**config.mk**
```make
export PLATFORM = sky130hd
export DESIGN_NAME = texture_mip_layout_generator
export DESIGN_NICKNAME = d
export VERILOG_FILES = /design/src/rtl/tmlg_pkg.sv /design/src/rtl/texture_mip_layout_generator.sv /design/src/rtl/tmlg_mul.sv
export SDC_FILE = /design/constraint.sdc
export NUM_CORES = 2
export LEC_CHECK = 0
export BUFFER_PORTS_ARGS = -buffer_cell sky130_fd_sc_hd__buf_2
export CAP_MARGIN = 20
export CORE_MARGIN = 2
export CORE_UTILIZATION = 52
export DETAILED_ROUTE_END_ITERATION = 16
export PLACE_DENSITY = 0.71
export REMOVE_ABC_BUFFERS = 1
export SETUP_SLACK_MARGIN = 0.15
export SLEW_MARGIN = 20
export SYNTH_ARGS = -nofsm -noshare
export SYNTH_HDL_FRONTEND = slang
export SYNTH_SLANG_ARGS = --single-unit
export TNS_END_PERCENT = 1
```
**constraint.sdc**
```tcl
create_clock -name clk -period 8 [get_ports clk]
set_input_delay 0 -clock clk [delete_from_list [all_inputs] [get_ports clk]]
set_output_delay 0 -clock clk [all_outputs]
set_load 0.01 [all_outputs]
```
**src/rtl/tmlg_pkg.sv**
```systemverilog
`default_nettype none
package tmlg_pkg;

  localparam logic [2:0] CL_PLAIN  = 3'd0;
  localparam logic [2:0] CL_BC     = 3'd1;
  localparam logic [2:0] CL_PACKED = 3'd2;
  localparam logic [2:0] CL_PLANAR = 3'd3;
  localparam logic [2:0] CL_NV11   = 3'd4;

  localparam logic [2:0] REG_WIDTH  = 3'd0;
  localparam logic [2:0] REG_HEIGHT = 3'd1;
  localparam logic [2:0] REG_DEPTH  = 3'd2;
  localparam logic [2:0] REG_MIPS   = 3'd3;
  localparam logic [2:0] REG_LAYERS = 3'd4;
  localparam logic [2:0] REG_FORMAT = 3'd5;

  localparam logic [47:0] OFFSET_MAX = 48'hFFFF_FFFF_FFFF;
  localparam logic [32:0] SLICE_MAX  = 33'h1_FFFF_FFFF;

  typedef struct packed {
    logic [2:0] cls;
    logic [4:0] bpe;
    logic [7:0] bpp;
  } fmt_info_t;

  function automatic logic [7:0] bits_per_pixel(input logic [7:0] f);
    logic [7:0] r;
    r = 8'd0;
    if (f >= 8'd1 && f <= 8'd4) r = 8'd128;
    else if (f >= 8'd5 && f <= 8'd8) r = 8'd96;
    else if (f >= 8'd9 && f <= 8'd22) r = 8'd64;
    else if (f >= 8'd23 && f <= 8'd47) r = 8'd32;
    else if (f >= 8'd48 && f <= 8'd59) r = 8'd16;
    else if (f >= 8'd60 && f <= 8'd65) r = 8'd8;
    else if (f == 8'd66) r = 8'd1;
    else if (f >= 8'd67 && f <= 8'd69) r = 8'd32;
    else if (f >= 8'd85 && f <= 8'd86) r = 8'd16;
    else if (f >= 8'd87 && f <= 8'd93) r = 8'd32;
    else if (f == 8'd100 || f == 8'd101 || f == 8'd107) r = 8'd32;
    else if (f == 8'd102 || f == 8'd108 || f == 8'd109) r = 8'd64;
    else if (f == 8'd103 || f == 8'd106 || f == 8'd110) r = 8'd12;
    else if (f == 8'd104 || f == 8'd105) r = 8'd24;
    else if (f >= 8'd111 && f <= 8'd113) r = 8'd8;
    else if (f == 8'd114 || f == 8'd115) r = 8'd16;
    return r;
  endfunction

  function automatic fmt_info_t format_info(input logic [7:0] f);
    fmt_info_t r;
    r.bpp = bits_per_pixel(f);
    r.cls = CL_PLAIN;
    r.bpe = 5'd0;
    if ((f >= 8'd70 && f <= 8'd72) || (f >= 8'd79 && f <= 8'd81)) begin
      r.cls = CL_BC; r.bpe = 5'd8;
    end else if ((f >= 8'd73 && f <= 8'd78) || (f >= 8'd82 && f <= 8'd84) ||
                 (f >= 8'd94 && f <= 8'd99)) begin
      r.cls = CL_BC; r.bpe = 5'd16;
    end else if (f == 8'd68 || f == 8'd69 || f == 8'd107) begin
      r.cls = CL_PACKED; r.bpe = 5'd4;
    end else if (f == 8'd108 || f == 8'd109) begin
      r.cls = CL_PACKED; r.bpe = 5'd8;
    end else if (f == 8'd103 || f == 8'd106) begin
      r.cls = CL_PLANAR; r.bpe = 5'd2;
    end else if (f == 8'd104 || f == 8'd105) begin
      r.cls = CL_PLANAR; r.bpe = 5'd4;
    end else if (f == 8'd110) begin
      r.cls = CL_NV11;
    end
    return r;
  endfunction

endpackage
`default_nettype wire

```
**src/rtl/texture_mip_layout_generator.sv**
```systemverilog
`default_nettype none
// Texture subresource layout walker. Each accepted beat (restart selects a return to the first
// subresource) yields one descriptor: byte offset, row pitch, slice pitch, mip, layer and a last
// flag, then the walk advances with layers outer and mips inner and wraps after the last one.
// Acceptance leads through the states ROW, SL, DEP and ADV (RST first when restart is set) to
// OUT, where the result is valid, because the pitches and the offset advance go one after
// another through a single registered 32x16 multiplier. The next beat is accepted in the cycle
// after the result leaves; a stalled result holds the input off. A configuration write to an
// index up to the format register, taken only while idle, restarts the walk.
module texture_mip_layout_generator (
  input  wire logic        clk,
  input  wire logic        rst,
  input  wire logic        cfg_we,
  input  wire logic [2:0]  cfg_index,
  input  wire logic [14:0] cfg_data,
  input  wire logic        in_valid,
  output logic             in_stall,
  input  wire logic        restart,
  output logic             out_valid,
  input  wire logic        out_stall,
  output logic [47:0]      byte_offset,
  output logic [18:0]      row_pitch,
  output logic [32:0]      slice_pitch,
  output logic [3:0]       mip_index,
  output logic [10:0]      layer_index,
  output logic             last
);
  localparam logic [2:0] S_IDLE = 3'd0;
  localparam logic [2:0] S_ROW  = 3'd1;
  localparam logic [2:0] S_SL   = 3'd2;
  localparam logic [2:0] S_DEP  = 3'd3;
  localparam logic [2:0] S_ADV  = 3'd4;
  localparam logic [2:0] S_OUT  = 3'd5;
  localparam logic [2:0] S_RST  = 3'd6;

  logic [14:0] base_width, base_height, level_width, level_height;
  logic [11:0] base_depth, array_layers, level_depth;
  logic [3:0]  mip_levels, mip_counter;
  logic [7:0]  format_code;
  logic [10:0] layer_counter;
  logic [47:0] running_offset;
  logic [2:0]  state;
  logic [32:0] slice;
  logic [47:0] prod;
  logic [31:0] mul_a;
  logic [15:0] mul_b;
  logic        is_last, mip_end;
  tmlg_pkg::fmt_info_t fi;

  tmlg_mul u_mul (.clk(clk), .a(mul_a), .b(mul_b), .p(prod));

  assign fi = tmlg_pkg::format_info(format_code);
  assign in_stall = (state != S_IDLE) || cfg_we;

  logic [15:0] w_half, w_quad, h_blk;
  logic [33:0] nb_sat;
  assign w_half = ({1'b0, level_width} + 16'd1) >> 1;
  assign w_quad = ({1'b0, level_width} + 16'd3) >> 2;
  assign h_blk  = ({1'b0, level_height} + 16'd3) >> 2;

  always_comb begin
    mul_a = 32'd0;
    mul_b = 16'd0;
    case (state)
      S_IDLE, S_RST: begin
        case (fi.cls)
          tmlg_pkg::CL_BC: begin
            mul_a = {16'd0, w_quad}; mul_b = {11'd0, fi.bpe};
          end
          tmlg_pkg::CL_PACKED, tmlg_pkg::CL_PLANAR: begin
            mul_a = {16'd0, w_half}; mul_b = {11'd0, fi.bpe};
          end
          tmlg_pkg::CL_NV11: begin
            mul_a = {16'd0, w_quad}; mul_b = 16'd4;
          end
          default: begin
            mul_a = {17'd0, level_width}; mul_b = {8'd0, fi.bpp};
          end
        endcase
      end
      S_ROW: begin
        mul_a = prod[31:0];
        if (fi.cls == tmlg_pkg::CL_BC) mul_b = h_blk;
        else mul_b = {1'b0, level_height};
        if (fi.cls == tmlg_pkg::CL_PLAIN) mul_a = (prod[31:0] + 32'd7) >> 3;
      end
      S_DEP: begin
        mul_a = slice[31:0];
        mul_b = {4'd0, level_depth};
      end
      default: ;
    endcase
  end

  always_comb begin
    nb_sat = prod[33:0];
    case (fi.cls)
      tmlg_pkg::CL_NV11:   nb_sat = {1'b0, prod[32:0]} << 1;
      tmlg_pkg::CL_PLANAR: nb_sat = {1'b0, prod[32:0]} + ({1'b0, prod[32:0]} + 34'd1 >> 1);
      default:             nb_sat = prod[33:0];
    endcase
  end

  logic [47:0] adv;
  logic [48:0] offs_sum;
  assign adv = prod + (slice[32] ? {4'd0, level_depth, 32'd0} : 48'd0);
  assign offs_sum = {1'b0, running_offset} + {1'b0, adv};

  logic [3:0]  mips_eff;
  logic [11:0] layers_eff;
  always_comb begin
    mips_eff = (mip_levels == 4'd0) ? 4'd1 : mip_levels;
    layers_eff = (array_layers == 12'd0) ? 12'd1 :
                 (array_layers > 12'd2048) ? 12'd2048 : array_layers;
    mip_end = ({1'b0, mip_counter} + 5'd1) >= {1'b0, mips_eff};
    is_last = mip_end && (({1'b0, layer_counter} + 12'd1) >= layers_eff);
  end

  always_ff @(posedge clk) begin
    if (rst) begin
      state <= S_IDLE; out_valid <= 1'b0;
      base_width <= 15'd1; base_height <= 15'd1; base_depth <= 12'd1;
      mip_levels <= 4'd1; array_layers <= 12'd1; format_code <= 8'd0;
      level_width <= 15'd1; level_height <= 15'd1; level_depth <= 12'd1;
      mip_counter <= 4'd0; layer_counter <= 11'd0; running_offset <= 48'd0;
    end else if (cfg_we && state == S_IDLE) begin
      case (cfg_index)
        tmlg_pkg::REG_WIDTH:  base_width <= cfg_data;
        tmlg_pkg::REG_HEIGHT: base_height <= cfg_data;
        tmlg_pkg::REG_DEPTH:  base_depth <= cfg_data[11:0];
        tmlg_pkg::REG_MIPS:   mip_levels <= cfg_data[3:0];
        tmlg_pkg::REG_LAYERS: array_layers <= cfg_data[11:0];
        tmlg_pkg::REG_FORMAT: format_code <= cfg_data[7:0];
        default: ;
      endcase
      if (cfg_index <= tmlg_pkg::REG_FORMAT) begin
        level_width <= (cfg_index == tmlg_pkg::REG_WIDTH) ? cfg_data : base_width;
        level_height <= (cfg_index == tmlg_pkg::REG_HEIGHT) ? cfg_data : base_height;
        level_depth <= (cfg_index == tmlg_pkg::REG_DEPTH) ? cfg_data[11:0] : base_depth;
        mip_counter <= 4'd0; layer_counter <= 11'd0; running_offset <= 48'd0;
      end
    end else begin
      case (state)
        S_IDLE: begin
          if (in_valid && restart) begin
            level_width <= base_width; level_height <= base_height;
            level_depth <= base_depth; mip_counter <= 4'd0;
            layer_counter <= 11'd0; running_offset <= 48'd0;
            state <= S_RST;
          end else if (in_valid) begin
            state <= S_ROW;
          end
        end
        S_RST: state <= S_ROW;
        S_ROW: begin
          if (fi.cls == tmlg_pkg::CL_PLAIN) row_pitch <= prod[21:3] + {18'd0, |prod[2:0]};
          else row_pitch <= prod[18:0];
          state <= S_SL;
        end
        S_SL: begin
          slice <= (nb_sat > {1'b0, tmlg_pkg::SLICE_MAX}) ? tmlg_pkg::SLICE_MAX : nb_sat[32:0];
          state <= S_DEP;
        end
        S_DEP: state <= S_ADV;
        S_ADV: begin
          byte_offset <= running_offset; slice_pitch <= slice;
          mip_index <= mip_counter; layer_index <= layer_counter; last <= is_last;
          running_offset <= offs_sum[48] ? tmlg_pkg::OFFSET_MAX : offs_sum[47:0];
          if (is_last) begin
            level_width <= base_width; level_height <= base_height;
            level_depth <= base_depth; mip_counter <= 4'd0;
            layer_counter <= 11'd0; running_offset <= 48'd0;
          end else if (mip_end) begin
            level_width <= base_width; level_height <= base_height;
            level_depth <= base_depth; mip_counter <= 4'd0;
            layer_counter <= layer_counter + 11'd1;
          end else begin
            mip_counter <= mip_counter + 4'd1;
            level_width <= (level_width > 15'd1) ? level_width >> 1 : 15'd1;
            level_height <= (level_height > 15'd1) ? level_height >> 1 : 15'd1;
            level_depth <= (level_depth > 12'd1) ? level_depth >> 1 : 12'd1;
          end
          out_valid <= 1'b1; state <= S_OUT;
        end
        S_OUT: begin
          if (!out_stall) begin
            out_valid <= 1'b0; state <= S_IDLE;
          end
        end
        default: state <= S_IDLE;
      endcase
    end
  end
endmodule
`default_nettype wire

```
**src/rtl/tmlg_mul.sv**
```systemverilog
`default_nettype none
module tmlg_mul (
  input  wire logic        clk,
  input  wire logic [31:0] a,
  input  wire logic [15:0] b,
  output logic [47:0]      p
);
  always_ff @(posedge clk) begin
    p <= a * b;
  end
endmodule
`default_nettype wire

```
==> results.txt <==
Clock Skews - 0.0325 ns
Violations in the final reports - negative setup slack
Vertical die dimension - 272 um
Insertion delay to the later sink of the worst-skew pair - 0.59 ns
Post-CTS clock slew at the launch and capture registers of the worst setup and hold paths - 0.06 ns
I/O pin count - 142
Total internal power - 0.00400 W
Fmax - 0.114 GHz
Number of antenna violations at the first check in global routing - 2
Post-synth design cell area - 37400 um^2
Number of remaining DRC errors - 0
NetSw - 0.00209 W
TritonCTS clock tree - yes
Post-synthesis cell count - 4419
Global-route congestion overflow total - 0
Final critical path time including I/O delays and setup - 8.80 ns
Cell types with the highest counts after synthesis - 608 x sky130_fd_sc_hd__nand2_1, 498 x sky130_fd_sc_hd__inv_1, 453 x sky130_fd_sc_hd__nor2_1, 391 x sky130_fd_sc_hd__fa_1, 304 x sky130_fd_sc_hd__a21oi_1
Unique masters post-synth - 88
Share of layout cells above drive strength 1 - 21.8%
Routed via count - 34700
Die extent in x - 272 um
Maximum number of buffers from clock root to sink - 3
Post-Place Worst Slack - -1.05 ns
Max-cap violations - 0
Clock power frac - 33.0%
Wire length per cell - 20.9 um
CP max stage cell - sky130_fd_sc_hd__fa_1
Dominant cell type by area after synthesis - sky130_fd_sc_hd__fa_1
Cell Pwr Density - 131 nW/um^2
Clk sinks - 371
DR iter-0 viols - 3135
Async SR Flop Fraction - 0%
Number of hold violations in the final report - 0
Total routing resource utilization after global routing - 33.0%
Share of Yosys cell area claimed by the top area cell type - 20.9%
Buffers plus inverters on the worst setup path - 10
Routed vias/inst - 5.82
Flip-flop and latch count after synthesis - 371
Post-layout instance area - 46400 um^2
Antenna viol nets, final - 0
CP delay by family, top - adder cells
Sequential fraction of design power - 35.6%
Startpoint type of the worst setup path - register
Final Worst Setup Slack - -0.797 ns
Required time of the worst setup path - 8.49 ns
Number of enable-type register cells in the synthesized netlist - 149
Final HPWL from detailed placement - 95900 um
Static leakage - 20.2 nW
Post-synthesis sequential area ratio - 23.8%
Path type of the worst setup path - reg2reg
RSZ-0062 raised after global routing - true
Number of nets in the finished design - 5621
Core footprint - 71400 um^2
Fraction of power spent switching nets - 34.3%
CP max FO - 8
Area post-placement - 42900 um^2
Count of port buffers added during placement - 141
CTS H-tree lvls - 2
Relative max-transition margin - 40.5%
Portion of total power attributed to combinational logic - 31.4%
Via count of the first global-routing pass - 34000
Tightest Pin Transition - 0.892 ns
Std-Cell Rows - 98
Leading cell type by number of instances after synthesis - sky130_fd_sc_hd__nand2_1
Class of the most critical hold timing path - in2reg
Clock buffers created by TritonCTS - 43
Crit end category - register
Run status - complete, but fails checks
Weighted congestion at the end of routability-driven global placement - 1.01
Primary FF master, synth - sky130_fd_sc_hd__dfxtp_1
Pin count of the biggest net entering global routing - 63
First-pass GRT wire length - 190000 um
Leading cell types by total area after synthesis - sky130_fd_sc_hd__fa_1 21%, sky130_fd_sc_hd__edfxtp_1 12%, sky130_fd_sc_hd__dfxtp_1 12%
Worst ir drop on vdd - 187 uV
Root buffer selected by CTS - sky130_fd_sc_hd__clkbuf_16
First-pass detailed-route iteration total - 6
Critical Path AT - 9.29 ns
Synth warnings - 0
Post-synthesis area per instance - 8.46 um^2
Full die area - 74100 um^2
Filler Cells Inserted - 6050
Longest individual stage delay on the worst path - 0.53 ns
Final cycle utilization of the critical path - 110%
Top cell by count, worst path - sky130_fd_sc_hd__fa_1
Final wirelength - 125000 um
Starting utilization of the core area - 52.4%
Layout overhead on the synthesized area - 24.0%
Total of endpoints with negative setup slack in the final report - 26
Number of pins with negative max-slew slack in the final report - 0
-- layer usage --
metal	vias up	GRT usage (%)	routed length (um)
met2	1547	53.7	57500
met5	-	0	11
met4	2	15.1	7180
li1	15900	-	-
met1	16900	43.1	49800
met3	372	5.54	10300
-- power groups by stage --
stage          Combinational, W  Clock (W)  Sequential (W)
2_1_floorplan          0.000798          0         0.00226
3_3_place_gp            0.00168          0         0.00220
3_5_place_dp            0.00170          0         0.00220
4_1_cts                 0.00174    0.00203         0.00216
5_1_grt                 0.00204    0.00211         0.00217
6_report                0.00191    0.00201         0.00217
-- state kept, by name, indices dropped and copies added (netlist names), 4 cells and up --
signal,count
byte_offset,48
running_offset,48
u_mul.p,47
slice,33
slice_pitch,33
row_pitch,19
base_height,15
base_width,15
level_height,15
level_width,15
array_layers,12
base_depth,12
level_depth,12
layer_counter,11
layer_index,11
format_code,8
mip_counter,4
mip_index,4
mip_levels,4
-- through the flow --
step,hold WS [ns],power [W],std cells,utilization (%),TNS [ns]
6_report,0.0532,0.00609,5960,65.0,-10.24
5_1_grt,0.0696,0.00632,5959,65.0,-17.85
4_1_cts,0.0203,0.00593,5919,62.9,-10.14
3_5_place_dp,0.299,0.00390,5809,60.1,-16.51
3_3_place_gp,0.296,0.00389,5809,60.1,-12.45
2_1_floorplan,0.0691,0.00305,4158,-,-101.13
-- worst register-to-register path: cells and delay by family, from the launching register on --
kind / cells / cell delay [ns]
fa+ha+maj: 7 / 3.24
compound gates: 15 / 2.50
simple gates: 6 / 1.34
buf+inv: 10 / 1.15
flops: 1 / 0.33
xor+xnor: 1 / 0.16
-- path summary, 6_finish.rpt --
| path | start | endpoint | slack (ns) | cells past startpoint |
|---|---|---|---|---|
| max | format_code[7] | u_mul.p[45] | -0.80 | 39 |
| min | cfg_index[2] | base_width[10] | 0.05 | 5 |
| max reg2reg | format_code[7] | u_mul.p[45] | -0.80 | 39 |
| min reg2reg | base_width[10] | base_width[10] | 0.45 | 2 |
-- cell usage in the layout, fill, tap and decap left out, types with 141 or more instances in the layout --
cell	synthesis	layout
sky130_fd_sc_hd__edfxtp_1	149	149
sky130_fd_sc_hd__nand2_1	608	599
sky130_fd_sc_hd__buf_4	5	540
sky130_fd_sc_hd__buf_2	41	141
sky130_fd_sc_hd__ha_1	230	213
sky130_fd_sc_hd__inv_1	498	470
sky130_fd_sc_hd__a21oi_1	304	276
sky130_fd_sc_hd__dfxtp_1	222	216
sky130_fd_sc_hd__nor2_1	453	416
sky130_fd_sc_hd__fa_1	391	377
-- cell families after synthesis --
kind of cell	synth area share (%)
xor+xnor	5.22
mux	0.836
buf+inv	7.90
simple gates	17.2
fa+ha+maj	28.6
flops	23.8
compound gates	16.3
-- area by class of cell --
cell class              instances  area, um^2  area share [%]
diodes                          1        2.50         0.00540
multi-input cells            3287       26800            57.8
clock buffers                  63        1280            2.77
inverters                     500        1880            4.05
repair buffers                773        6150            13.3
flip-flops and latches        371        8930            19.3
clock inverters                15         143           0.308
well taps                     950        1190            2.56
-- repair_timing --
action                     CTS  global route
buffers inserted             6            37
resized for setup           55           271
pin swaps                   23           158
setup endpoints to repair   31            35
gates cloned                 2             3
hold endpoints to repair    95             0
hold buffers                24             0
Note: power is estimated with default switching activity, not from simulation.
